<file path="config.mk">
export PLATFORM = sky130hd
export DESIGN_NAME = gbn_ctrl
export DESIGN_NICKNAME = d
export VERILOG_FILES = /design/src/rtl/core/gbn_pkg.sv /design/src/rtl/core/gbn_ctrl.sv
export SDC_FILE = /design/constraint.sdc
export NUM_CORES = 1
export LEC_CHECK = 0
export BUFFER_PORTS_ARGS = -buffer_cell sky130_fd_sc_hd__buf_4
export CAP_MARGIN = 20
export CORE_MARGIN = 2
export CORE_UTILIZATION = 45
export DETAILED_ROUTE_END_ITERATION = 10
export GPL_TIMING_DRIVEN = 0
export PLACE_DENSITY = 0.74
export SETUP_SLACK_MARGIN = 0.4
export SLEW_MARGIN = 20
export SYNTH_ARGS = -nofsm -noshare
export SYNTH_HDL_FRONTEND = slang
export SYNTH_SLANG_ARGS = --single-unit
</file>
<file path="constraint.sdc">
create_clock -name clk_i -period 3.67 [get_ports clk_i]
set_clock_uncertainty 0.15 [all_clocks]
set_input_delay 0.1835 -clock clk_i [delete_from_list [all_inputs] [get_ports clk_i]]
set_output_delay 0.1835 -clock clk_i [all_outputs]
set_load 0.05 [all_outputs]
</file>
<file path="src/rtl/core/gbn_pkg.sv">
// Package for the greedy box NMS block: widths, defaults, controller states,
// command and status bundles between controller and datapath.
// No dependencies.
package gbn_pkg;

  // Parameter defaults
  localparam int MaxBoxesDef      = 64;
  localparam int CoordFracBitsDef = 4;

  // Field widths
  localparam int PosW   = 16;
  localparam int SizeW  = 15;
  localparam int LabelW = 7;
  localparam int ScoreW = 16;
  localparam int ThrW   = 16;
  localparam int BoxW   = 2 * PosW + 2 * SizeW + LabelW + ScoreW;  // 85
  localparam int DataW  = ((BoxW + 7) / 8) * 8;                    // 88

  // Store widths
  localparam int CornerW = 2 * PosW;
  localparam int SzW     = 2 * SizeW;
  localparam int LsW     = LabelW + ScoreW;

  // Geometry widths
  localparam int EdgeW  = PosW + 2;         // signed edge and overlap span
  localparam int AreaW  = 2 * SizeW;        // unsigned area
  localparam int InterW = 2 * (EdgeW - 1);  // unsigned overlap product
  localparam int UniW   = InterW + 2;       // signed union
  localparam int ProdW  = InterW + ThrW;    // compare width

  localparam logic [ThrW-1:0] ThrReset = 16'd42598;

  typedef enum logic [4:0] {
    ST_LOAD,
    ST_SRT_RDI,
    ST_SRT_LATI,
    ST_SRT_RDJ,
    ST_SRT_CMP,
    ST_SRT_WR,
    ST_SUP_RDO,
    ST_SUP_RDC,
    ST_SUP_LATC,
    ST_SUP_CHK,
    ST_SUP_RDK,
    ST_SUP_RDKB,
    ST_SUP_GEO,
    ST_SUP_MUL,
    ST_SUP_UNI,
    ST_SUP_THR,
    ST_SUP_DEC,
    ST_SUP_ADD,
    ST_SUP_NEXT,
    ST_EMT_RDL,
    ST_EMT_RDB,
    ST_EMT_LD,
    ST_EMT_OUT
  } state_e;

  // Source of the box store read address
  typedef enum logic [1:0] {
    BOX_I,
    BOX_J,
    BOX_SORTED,
    BOX_LIST
  } box_sel_e;

  typedef struct packed {
    logic     load_en;
    logic     clr_i;
    logic     inc_i;
    logic     clr_j;
    logic     inc_j;
    box_sel_e box_sel;
    logic     lat_iscore;
    logic     cmp_rank;
    logic     wr_sorted;
    logic     lat_cidx;
    logic     lat_cand;
    logic     geo;
    logic     mul;
    logic     uni;
    logic     thr_mul;
    logic     wr_list;
    logic     out_load;
    logic     clear_set;
  } cmd_t;

  typedef struct packed {
    logic i_last;
    logic j_last;
    logic j_eq_kn;
    logic j_last_kept;
    logic sup;
  } status_t;

endpackage

</file>
<file path="src/rtl/core/gbn_ctrl.sv">
// Controller for the greedy box NMS block: load, rank sort, suppression walk
// and result emission. Depends on gbn_pkg.
module gbn_ctrl (
  input  logic            clk_i,
  input  logic            rst_ni,
  input  logic            s_tvalid_i,
  input  logic            s_tlast_i,
  output logic            s_tready_o,
  output logic            m_tvalid_o,
  input  logic            m_tready_i,
  input  gbn_pkg::status_t sts_i,
  output gbn_pkg::cmd_t    cmd_o
);

  gbn_pkg::state_e state_q, state_d;

  always_ff @(posedge clk_i or negedge rst_ni) begin
    if (!rst_ni) begin
      state_q <= gbn_pkg::ST_LOAD;
    end else begin
      state_q <= state_d;
    end
  end

  // Next state
  always_comb begin
    state_d = state_q;
    unique case (state_q)
      gbn_pkg::ST_LOAD:     if (s_tvalid_i && s_tlast_i) state_d = gbn_pkg::ST_SRT_RDI;
      gbn_pkg::ST_SRT_RDI:  state_d = gbn_pkg::ST_SRT_LATI;
      gbn_pkg::ST_SRT_LATI: state_d = gbn_pkg::ST_SRT_RDJ;
      gbn_pkg::ST_SRT_RDJ:  state_d = gbn_pkg::ST_SRT_CMP;
      gbn_pkg::ST_SRT_CMP:
        state_d = sts_i.j_last ? gbn_pkg::ST_SRT_WR : gbn_pkg::ST_SRT_RDJ;
      gbn_pkg::ST_SRT_WR:
        state_d = sts_i.i_last ? gbn_pkg::ST_SUP_RDO : gbn_pkg::ST_SRT_RDI;
      gbn_pkg::ST_SUP_RDO:  state_d = gbn_pkg::ST_SUP_RDC;
      gbn_pkg::ST_SUP_RDC:  state_d = gbn_pkg::ST_SUP_LATC;
      gbn_pkg::ST_SUP_LATC: state_d = gbn_pkg::ST_SUP_CHK;
      gbn_pkg::ST_SUP_CHK:
        state_d = sts_i.j_eq_kn ? gbn_pkg::ST_SUP_ADD : gbn_pkg::ST_SUP_RDK;
      gbn_pkg::ST_SUP_RDK:  state_d = gbn_pkg::ST_SUP_RDKB;
      gbn_pkg::ST_SUP_RDKB: state_d = gbn_pkg::ST_SUP_GEO;
      gbn_pkg::ST_SUP_GEO:  state_d = gbn_pkg::ST_SUP_MUL;
      gbn_pkg::ST_SUP_MUL:  state_d = gbn_pkg::ST_SUP_UNI;
      gbn_pkg::ST_SUP_UNI:  state_d = gbn_pkg::ST_SUP_THR;
      gbn_pkg::ST_SUP_THR:  state_d = gbn_pkg::ST_SUP_DEC;
      gbn_pkg::ST_SUP_DEC:
        state_d = sts_i.sup ? gbn_pkg::ST_SUP_NEXT : gbn_pkg::ST_SUP_CHK;
      gbn_pkg::ST_SUP_ADD:  state_d = gbn_pkg::ST_SUP_NEXT;
      gbn_pkg::ST_SUP_NEXT:
        state_d = sts_i.i_last ? gbn_pkg::ST_EMT_RDL : gbn_pkg::ST_SUP_RDO;
      gbn_pkg::ST_EMT_RDL:  state_d = gbn_pkg::ST_EMT_RDB;
      gbn_pkg::ST_EMT_RDB:  state_d = gbn_pkg::ST_EMT_LD;
      gbn_pkg::ST_EMT_LD:   state_d = gbn_pkg::ST_EMT_OUT;
      gbn_pkg::ST_EMT_OUT:
        if (m_tready_i) begin
          state_d = sts_i.j_last_kept ? gbn_pkg::ST_LOAD : gbn_pkg::ST_EMT_RDL;
        end
      default:              state_d = gbn_pkg::ST_LOAD;
    endcase
  end

  // Outputs and datapath commands
  always_comb begin
    cmd_o         = '0;
    cmd_o.box_sel = gbn_pkg::BOX_I;
    s_tready_o    = 1'b0;
    m_tvalid_o    = 1'b0;
    unique case (state_q)
      gbn_pkg::ST_LOAD: begin
        s_tready_o    = 1'b1;
        cmd_o.load_en = s_tvalid_i;
        cmd_o.clr_i   = s_tvalid_i && s_tlast_i;
      end
      gbn_pkg::ST_SRT_RDI: cmd_o.box_sel = gbn_pkg::BOX_I;
      gbn_pkg::ST_SRT_LATI: begin
        cmd_o.lat_iscore = 1'b1;
        cmd_o.clr_j      = 1'b1;
      end
      gbn_pkg::ST_SRT_RDJ: cmd_o.box_sel = gbn_pkg::BOX_J;
      gbn_pkg::ST_SRT_CMP: begin
        cmd_o.cmp_rank = 1'b1;
        cmd_o.inc_j    = 1'b1;
      end
      gbn_pkg::ST_SRT_WR: begin
        cmd_o.wr_sorted = 1'b1;
        cmd_o.inc_i     = 1'b1;
        cmd_o.clr_i     = sts_i.i_last;
      end
      gbn_pkg::ST_SUP_RDO: cmd_o.box_sel = gbn_pkg::BOX_I;
      gbn_pkg::ST_SUP_RDC: begin
        cmd_o.box_sel  = gbn_pkg::BOX_SORTED;
        cmd_o.lat_cidx = 1'b1;
      end
      gbn_pkg::ST_SUP_LATC: begin
        cmd_o.lat_cand = 1'b1;
        cmd_o.clr_j    = 1'b1;
      end
      gbn_pkg::ST_SUP_CHK: cmd_o.box_sel = gbn_pkg::BOX_LIST;
      gbn_pkg::ST_SUP_RDK: cmd_o.box_sel = gbn_pkg::BOX_LIST;
      gbn_pkg::ST_SUP_RDKB: cmd_o.box_sel = gbn_pkg::BOX_LIST;
      gbn_pkg::ST_SUP_GEO: cmd_o.geo = 1'b1;
      gbn_pkg::ST_SUP_MUL: cmd_o.mul = 1'b1;
      gbn_pkg::ST_SUP_UNI: cmd_o.uni = 1'b1;
      gbn_pkg::ST_SUP_THR: cmd_o.thr_mul = 1'b1;
      gbn_pkg::ST_SUP_DEC: cmd_o.inc_j = !sts_i.sup;
      gbn_pkg::ST_SUP_ADD: cmd_o.wr_list = 1'b1;
      gbn_pkg::ST_SUP_NEXT: begin
        cmd_o.inc_i = 1'b1;
        cmd_o.clr_j = sts_i.i_last;
      end
      gbn_pkg::ST_EMT_RDL: cmd_o.box_sel = gbn_pkg::BOX_LIST;
      gbn_pkg::ST_EMT_RDB: cmd_o.box_sel = gbn_pkg::BOX_LIST;
      gbn_pkg::ST_EMT_LD: cmd_o.out_load = 1'b1;
      gbn_pkg::ST_EMT_OUT: begin
        m_tvalid_o      = 1'b1;
        cmd_o.inc_j     = m_tready_i;
        cmd_o.clear_set = m_tready_i && sts_i.j_last_kept;
      end
      default: cmd_o = '0;
    endcase
  end

endmodule

</file>
### After elaboration in Yosys (flattened, before gate mapping)

Index checks and enable logic that the tools add are counted.

| storage, ports and cells | value |
|---|---|
| logic and storage cells | 62 |
| register bits after elaboration | 5 |

| operators by class | value |
|---|---|
| mux-type cells | 29 |
| eq/ne operators | 24 |
| reductions and logical operators | 8 |

Operators with widths:

| cell | number |
|---|---|
| $pmux 5 s23 | 1 |
| $eq 5x4->1 const B | 8 |
| $eq 5x5->1 const B | 7 |
| $mux 5 | 6 |
| $eq 5x3->1 const B | 4 |
| $mux 1 | 16 |
| $eq 5x2->1 const B | 2 |
| $mux 3 | 2 |
| $pmux 2 s3 | 1 |
| $eq 5x1->1 const B | 1 |
| $logic_not 5->1 | 1 |
| $reduce_or 5->1 | 1 |
| $ne 2x2->1 const B | 2 |
| $pmux 1 s2 | 2 |
| $reduce_or 2->1 | 2 |
| $pmux 1 s3 | 1 |
| $logic_and 1x1->1 | 2 |
| $reduce_and 2->1 | 1 |
| $logic_not 1->1 | 1 |

### Logic depth before layout (Yosys ltp)

Gate-level depths: netlist (run 1).

| depth | value |
|---|---|
| depth in word-level cells | 3 |
| depth in mapped cells | 6 |

### Worst setup path after synthesis (run 1)

Ideal clock, no wire load.

| timing | value |
|---|---|
| path kind | register to output |
| from | register state_q[2] |
| to | output cmd_o[14] (netlist bit) |
| slack | 0.920 ns |
| required time | 3.337 ns |
| arrival | 2.416 ns |
| cell stages (with the launch flop) | 6 |
| cells stage by stage | dfrtp_1 buf_4 buf_2 nor2_1 a21oi_1 o41ai_1 |

RTL lines:

| what | RTL line | RTL |
|---|---|---|
| from (decl) | gbn_ctrl.sv:15 | `gbn_pkg::state_e state_q, state_d;` |
| from (signal assigned) | gbn_ctrl.sv:19 | `state_q <= gbn_pkg::ST_LOAD;` |
| from (signal assigned) | gbn_ctrl.sv:21 | `state_q <= state_d;` |
| to (decl) | gbn_ctrl.sv:12 | `output gbn_pkg::cmd_t cmd_o` |

==> results of run 1 <==
==> layer usage <==
metal / wire [microns] / share of wire [%] / vias to the layer above / track usage (%)
li1: - / - / 512 / -
met1: 1170 / 42 / 496 / 39.3
met2: 1310 / 47 / 66 / 43.6
met3: 269 / 9.6 / 8 / 4.71
met4: 63 / 2.2 / 0 / 8.89
met5: 0 / 0 / - / 0
==> power groups by stage <==
| stage | combinational (uW) | sequential [uW] | clock, uW |
|---|---|---|---|
| after detailed placement | 962 | 99.4 | 0 |
| after global placement | 956 | 98.8 | 0 |
| final | 979 | 98.4 | 65.0 |
| after global routing | 1050 | 101 | 71.1 |
| after CTS | 966 | 98.6 | 66.9 |
| after floorplan | 728 | 95.6 | 0 |
==> final timing paths <==
kind / from / endpoint / slack [ns] / cells past startpoint
min in group asynchronous: rst_ni / state_q[4]$_DFFE_PN0P_ / 0.12 / 2
max in group asynchronous: rst_ni / state_q[0]$_DFFE_PN0P_ / 3.14 / 2
worst min-delay path: sts_i[1] / state_q[4]$_DFFE_PN0P_ / 0.06 / 2
worst min register to register: state_q[2]$_DFFE_PN0P_ / state_q[4]$_DFFE_PN0P_ / 0.64 / 3
worst max register to register: state_q[4]$_DFFE_PN0P_ / state_q[0]$_DFFE_PN0P_ / 1.95 / 5
worst max-delay path: state_q[2]$_DFFE_PN0P_ / cmd_o[4] / 1.58 / 6
==> placed cells by master (no fill, tap or decap), types with 2 or more instances in the layout <==
master,count
o211ai_1,4
clkbuf_4,3
nor4_1,2
a31oi_1,3
nor3b_1,2
dfrtp_1,5
o22ai_1,6
buf_2,7
nor2b_1,5
inv_1,2
o21ai_0,4
nand2_1,12
buf_4,33
nor3_1,8
a22oi_1,4
nor2_1,15
a21oi_1,8
nand2b_1,6
o2bb2ai_1,2
buf_6,3
and2_1,2
==> area by class of cell <==
| cell class | instances | area (sq um) | share of cell area [%] |
|---|---|---|---|
| buffer | 13 | 91.3 | 8.21 |
| clock buffer | 4 | 26.3 | 2.36 |
| inverter | 2 | 7.51 | 0.675 |
| multi-input combinational | 100 | 596 | 53.5 |
| sequential | 5 | 125 | 11.2 |
| tap | 25 | 31.3 | 2.81 |
| timing repair buffer | 31 | 235 | 21.1 |
==> cell families after synthesis <==
kind of cell | count (synthesis)
buf+inv | 15
simple gates | 61
compound gates | 39
flops | 5
==> stage by stage <==
| step | hold WS (ns) | area, sq um | worst slack, ns | utilization (%) | std cells |
|---|---|---|---|---|---|
| 2_1_floorplan | -0.262 | 820 | 0.920 | - | 120 |
| 3_3_place_gp | -0.166 | 1080 | 1.89 | 62.3 | 175 |
| 3_5_place_dp | -0.163 | 1080 | 1.87 | 62.3 | 175 |
| 4_1_cts | 0.0531 | 1110 | 1.58 | 64.4 | 180 |
| 5_1_grt | 0.0624 | 1110 | 1.44 | 64.4 | 180 |
| 6_report | 0.0580 | 1110 | 1.58 | 64.4 | 180 |
==> what timing repair did <==
item	in CTS	in global routing
hold buffers	1	0
resized for setup	0	0
hold endpoints to repair	5	0
==> flow_metrics.py, run 1 <==
metrics = {
    "timing": {
        "fmax_ghz": 0.478,
        "slew_viol_final": 0,
        "hold_violations": 0,
        "fin_setup_tns_ns": 0,
        "tightest_slew_ns": 0.362,
        "slew_headroom_pct": 75.8,
        "finalCritPeriodShare_pct": 57.0,
        "min_period_ns": 2.09,
        "grt_setup_unrepaired": "false",
        "setup_viol": 0,
    },
    "routing": {
        "first_pass_iters": 4,
        "ant_nets": 0,
        "drcViolationCount": 0,
        "vias": 1082,
        "via_per_inst": 6.01,
        "drt_iter0_markers": 65,
        "wl_per_cell_microns": 15.6,
        "wirelength_microns": 2820,
    },
    "pwr": {
        "p_seq_share_pct": 8.6,
        "leakagePower_uw": 0.000481,
        "total_power_uw": 1140,
        "intPower_uw": 453,
        "clkPwrFrac_pct": 5.7,
        "power_density_nw_per_um2": 1030,
        "switching_share_pct": 60.4,
        "peakVddDrop_mv": 0.564,
        "p_switching_uw": 690,
        "combPwrFrac_pct": 85.7,
    },
    "die": {
        "die_y_microns": 46.7,
        "num_rows": 15,
        "core_sq_um": 1730,
        "initial_utilization_pct": 47.5,
        "die_w_microns": 46.7,
        "pin_count": 31,
        "dieArea_sq_um": 2180,
    },
    "synthesis": {
        "synth_cell_type_count": 37,
        "synth_area_leader_cell": "dfrtp_1",
        "synth-edff-count": 0,
        "synthTopCellsByArea": "dfrtp_1 (15%), nor2_1 (6.9%), nand2_1 (5.5%)",
        "synth.cell_area_sq_um": 820,
        "synth_top_family_by_area": "simple AND/OR/NAND/NOR gates",
        "synth_top_area_share_pct": 15.3,
        "synthTopCellsByCount": "nor2_1 (15), nand2_1 (12), a21oi_1 (8), nor3_1 (8), buf_2 (7)",
        "synth_xor_area_share_pct": 0,
        "async_flop_share_pct": 100,
        "yosys_warnings": 0,
        "synth_fa_ha_area_share_pct": 0,
        "ys.flop_type": "dfrtp_1",
        "yosys.cell_count.top_type": "nor2_1",
        "yosys-mux-area-fraction_pct": 0,
        "synth-seq-area-share_pct": 15.3,
        "synth_compound_area_share_pct": 32.2,
        "synthCells": 120,
        "ys_ff_latch": 5,
        "syn_nets": 130,
        "syn_area_per_cell_sq_um": 6.83,
        "synth-simple-area-share_pct": 40.5,
    },
    "clock_network": {
        "cts_tree": "yes",
        "clk_root_buffer_cell": "clkbuf_4",
        "clkTransAtPathRegs_ns": 0.04,
        "cts_setup_buffers": 0,
        "clock_latency_ns": 0.24,
        "cts_buffers": 3,
        "cts_sinks": 5,
        "clk_path_buf_depth": 2,
        "htree_levels": 1,
    },
    "placed_design": {
        "port_buffers": 30,
        "hpwl_microns": 2020,
        "globalplace.congestion": 0.925,
    },
    "setup_path": {
        "critPathRequiredTime_ns": 3.34,
        "arrival_ns": 1.76,
        "cp-end-kind": "output port",
        "worstSetupPathType": "flop to output port",
        "cp_max_fo": 10,
        "path_cells": "buf_4, buf_2, buf_2, nand2_1, nor3_1, buf_4",
        "start_kind": "flop",
        "cp_slowest_cell": "dfrtp_1",
        "critPathMaxStageDelay_ns": 0.31,
        "crit_family": "buffers and inverters",
        "critPathBufInv": 4,
    },
    "layout": {
        "drive_above_1_share_pct": 32.9,
        "top_register": "state_q",
        "syn_to_final_growth_pct": 35.7,
        "largestRegisters": "state_q x5",
        "fin_nets": 166,
        "antenna_cells": 0,
        "fill_cells": 175,
        "largest_reg_flops": 5,
    },
    "global_routing": {
        "grt_usage_pct": 28.1,
        "gr-total-overflow": 0,
        "antenna_found_initial": 0,
        "grt_first_pass_wirelength_microns": 4320,
        "grt_start_max_net_pins": 11,
        "grt_pass1_vias": 891,
    },
    "worst_hold_path": {
        "hp-class": "primary input to flop",
    },
    "flow_run": {
        "maxCapViolCount": 0,
    },
    "outcome": {
        "status": "completed",
    },
}
Note: power is estimated with default switching activity, not from simulation.
==> run 2: changes to the inputs <==
Settings changed: CORE_UTILIZATION 45 to 44, PLACE_DENSITY 0.74 to 0.76.
Clock period 3.67 ns to 1.7 ns, I/O delays scaled along.
==> run 2 against run 1 <==
The run now fails in clock tree synthesis. Synthesized cell count is the same. Area after synthesis did not move.
==> flow_metrics.py, run 2 <==
metrics = {
    "synthesis": {
        "synth-seq-area-share_pct": 15.3,
        "syn_area_per_cell_sq_um": 6.83,
        "synth_cell_type_count": 37,
        "synthTopCellsByCount": "nor2_1 (15), nand2_1 (12), a21oi_1 (8), nor3_1 (8), buf_2 (7)",
        "synth_area_leader_cell": "dfrtp_1",
        "yosys.cell_count.top_type": "nor2_1",
        "ys_ff_latch": 5,
        "synthTopCellsByArea": "dfrtp_1 (15%), nor2_1 (6.9%), nand2_1 (5.5%)",
        "synth.cell_area_sq_um": 820,
        "synth-edff-count": 0,
        "ys.flop_type": "dfrtp_1",
        "syn_nets": 130,
        "synth_top_area_share_pct": 15.3,
        "synthCells": 120,
        "async_flop_share_pct": 100,
        "yosys_warnings": 0,
    },
    "placed_design": {
        "placed_area_sq_um": 1340,
        "port_buffers": 30,
        "dpl_worst_slack_ns": -0.0437,
        "hpwl_microns": 2220,
        "globalplace.congestion": 0.901,
    },
    "outcome": {
        "stop_error": "[ERROR DPL-0038] Utilization greater than 100%, impossible to legalize",
        "stop_stage": "clock tree synthesis",
        "status": "stopped before the end",
    },
    "die": {
        "num_rows": 15,
        "initial_utilization_pct": 47.0,
        "pin_count": 31,
        "die_w_microns": 47.2,
        "die_y_microns": 47.2,
    },
    "clock_network": {
        "cts_hold_buf": 3,
        "htree_levels": 1,
        "cts-resized-gates": 78,
        "clk_path_buf_depth": 2,
        "cts_setup_buffers": 34,
        "cts_buffers": 3,
        "cts_sinks": 5,
        "clk_root_buffer_cell": "clkbuf_4",
    },
}
## run 2: cell counts after synthesis
No cell type changed its count.
## run 2: stage by stage
| stage | util (%) | setup TNS, ns | hold slack (ns) | cells |
|---|---|---|---|---|
| after floorplan | - | -1.46 | -0.361 | 120 |
| after global placement | 76.7 | 0 | -0.264 | 175 |
| after detailed placement | 76.7 | -0.0574 | -0.260 | 175 |
## run 2: logic make-up after synthesis
| kind of cell | after synthesis | share of synthesized area [%] |
|---|---|---|
| compound gates | 39 | 32.2 |
| buf+inv | 15 | 12.1 |
| flops | 5 | 15.3 |
| simple gates | 61 | 40.5 |
==> run 3: changes to the inputs <==
Settings changed: CORE_AREA from default to 2 2 63 65, CORE_MARGIN 2 to default, CORE_UTILIZATION 44 to default, DIE_AREA from default to 0 0 65 67, PLACE_DENSITY 0.76 to default, PLACE_DENSITY_LB_ADDON from default to 0.15, SETUP_SLACK_MARGIN 0.4 to default.
Clock period 1.7 ns to 2.2 ns, I/O delays scaled along.
==> run 3 against run 2 <==
The run now ends clean.
==> flow_metrics.py, run 3 (synthesis gave the netlist of run 1 again) <==
metrics = {
    "setup_path": {
        "arrival_ns": 1.75,
        "path_cells": "buf_4, buf_2, buf_2, nand2_1, nor3_1, buf_4",
        "r2r_start": "state_q[3]$_DFFE_PN0P_",
        "worstSetupPathType": "flop to output port",
        "cp-end-kind": "output port",
        "start_kind": "flop",
        "critPathMaxStageDelay_ns": 0.31,
        "cp_max_fo": 10,
        "setup.worst_path.start": "state_q[2]$_DFFE_PN0P_",
        "cp_slowest_cell": "dfrtp_1",
        "critPathRequiredTime_ns": 1.94,
    },
    "global_routing": {
        "grt_first_pass_wirelength_microns": 4920,
        "grt_pass1_vias": 971,
        "antenna_found_initial": 0,
        "grt_usage_pct": 14.7,
        "gr-total-overflow": 0,
        "grt_start_max_net_pins": 11,
    },
    "pwr": {
        "combPwrFrac_pct": 83.5,
        "switching_share_pct": 58.9,
        "p_seq_share_pct": 8.2,
        "leakagePower_uw": 0.000499,
        "peakVddDrop_mv": 0.806,
        "p_switching_uw": 1170,
        "total_power_uw": 1990,
        "clkPwrFrac_pct": 8.3,
        "intPower_uw": 818,
        "power_density_nw_per_um2": 1680,
    },
    "layout": {
        "drive_above_1_share_pct": 34.8,
        "final_common_cell": "buf_4",
        "top_register": "state_q",
        "fin_nets": 166,
        "fill_cells": 397,
        "syn_to_final_growth_pct": 44.3,
        "final_cell_mix": "buf_4 (33), nor2_1 (14), nand2_1 (12), nor3_1 (8), a21oi_1 (8)",
        "largest_reg_flops": 5,
        "area.sequential_sq_um": 125,
        "largestRegisters": "state_q x5",
        "antenna_cells": 0,
        "multiInputGateArea_sq_um": 618,
    },
    "timing": {
        "fmax_ghz": 0.499,
        "slew_headroom_pct": 73.8,
        "tightest_slew_ns": 0.391,
        "whs_ns": 0.0198,
        "slew_viol_final": 0,
        "hold_violations": 0,
        "grt_setup_unrepaired": "false",
        "setup_viol": 0,
        "finalCritPeriodShare_pct": 91.2,
        "min_period_ns": 2.01,
    },
    "clock_network": {
        "clk_path_buf_depth": 2,
        "cts-resized-gates": 0,
        "cts_buffers": 3,
        "clock_latency_ns": 0.22,
        "clk_root_buffer_cell": "clkbuf_8",
        "cts_sinks": 5,
        "htree_levels": 1,
        "cts_tree": "yes",
        "cts_setup_buffers": 0,
        "clkTransAtPathRegs_ns": 0.03,
        "cts_hold_buf": 1,
    },
    "routing": {
        "via_per_inst": 5.27,
        "drt_iter0_markers": 53,
        "ant_nets": 0,
        "drcViolationCount": 0,
        "vias": 1070,
        "wl_per_cell_microns": 15.4,
        "wirelength_microns": 3120,
        "first_pass_iters": 4,
    },
    "worst_hold_path": {
        "hold_start": "sts_i[1]",
        "hp-class": "primary input to flop",
    },
    "placed_design": {
        "port_buffers": 30,
        "globalplace.congestion": 0.870,
        "hpwl_microns": 2330,
    },
    "flow_run": {
        "maxCapViolCount": 0,
    },
    "die": {
        "die_w_microns": 65,
        "initial_utilization_pct": 22.7,
        "num_rows": 22,
        "pin_count": 31,
        "core_sq_um": 3610,
        "die_y_microns": 67,
        "dieArea_sq_um": 4360,
    },
    "outcome": {
        "status": "completed",
    },
}
run 3: worst max-delay path, delay by kind of cell (launching register included):
family,cells,cell delay [ns]
flops,1,0.31
buf+inv,4,0.91
simple gates,2,0.31
run 3: metrics by stage:
stage | utilization (%) | setup slack, ns | cell area (sq um) | cells | TNS [ns]
after global placement | 31.3 | 0.405 | 1130 | 198 | 0
after floorplan | - | -0.0505 | 842 | 120 | -0.135
after CTS | 32.8 | 0.187 | 1180 | 203 | 0
after detailed placement | 31.3 | 0.425 | 1130 | 198 | 0
after global routing | 32.8 | 0.0286 | 1180 | 203 | 0
final | 32.8 | 0.194 | 1180 | 203 | 0
run 3: cell type report:
class                           instances  share of cell area, %
Multi-Input combinational cell        100                   52.3
Timing Repair Buffer                   31                   19.9
Sequential cell                         5                   10.6
Buffer                                 13                   7.72
Tap cell                               48                   5.08
Clock buffer                            4                   3.81
Inverter                                2                  0.635
run 3: path summary, 6_finish.rpt:
kind,to,slack (ns),cells past startpoint
hold / removal,state_q[4]$_DFFE_PN0P_,0.02,2
hold reg to reg,state_q[4]$_DFFE_PN0P_,0.65,3
setup reg to reg,state_q[0]$_DFFE_PN0P_,0.56,5
max in group asynchronous,state_q[4]$_DFFE_PN0P_,1.72,2
setup / recovery,cmd_o[4],0.19,6
min in group asynchronous,state_q[1]$_DFFE_PN0P_,0.08,2
run 3: routing by layer:
| metal | global-route usage [%] | routed length [microns] | vias up | share of wire [%] |
|---|---|---|---|---|
| li1 | - | - | 514 | - |
| met1 | 19.7 | 1360 | 494 | 44 |
| met2 | 24.2 | 1460 | 58 | 47 |
| met3 | 2.70 | 272 | 4 | 8.7 |
| met4 | 3.46 | 25 | 0 | 0.80 |
| met5 | 0 | 0 | - | 0 |
run 3: power groups by stage:
stage | Sequential [uW] | Clock (uW) | Combinational [uW]
after floorplan | 159 | 0 | 1240
after global placement | 165 | 0 | 1670
after detailed placement | 164 | 0 | 1660
after CTS | 163 | 173 | 1660
after global routing | 169 | 184 | 1780
final | 163 | 166 | 1660
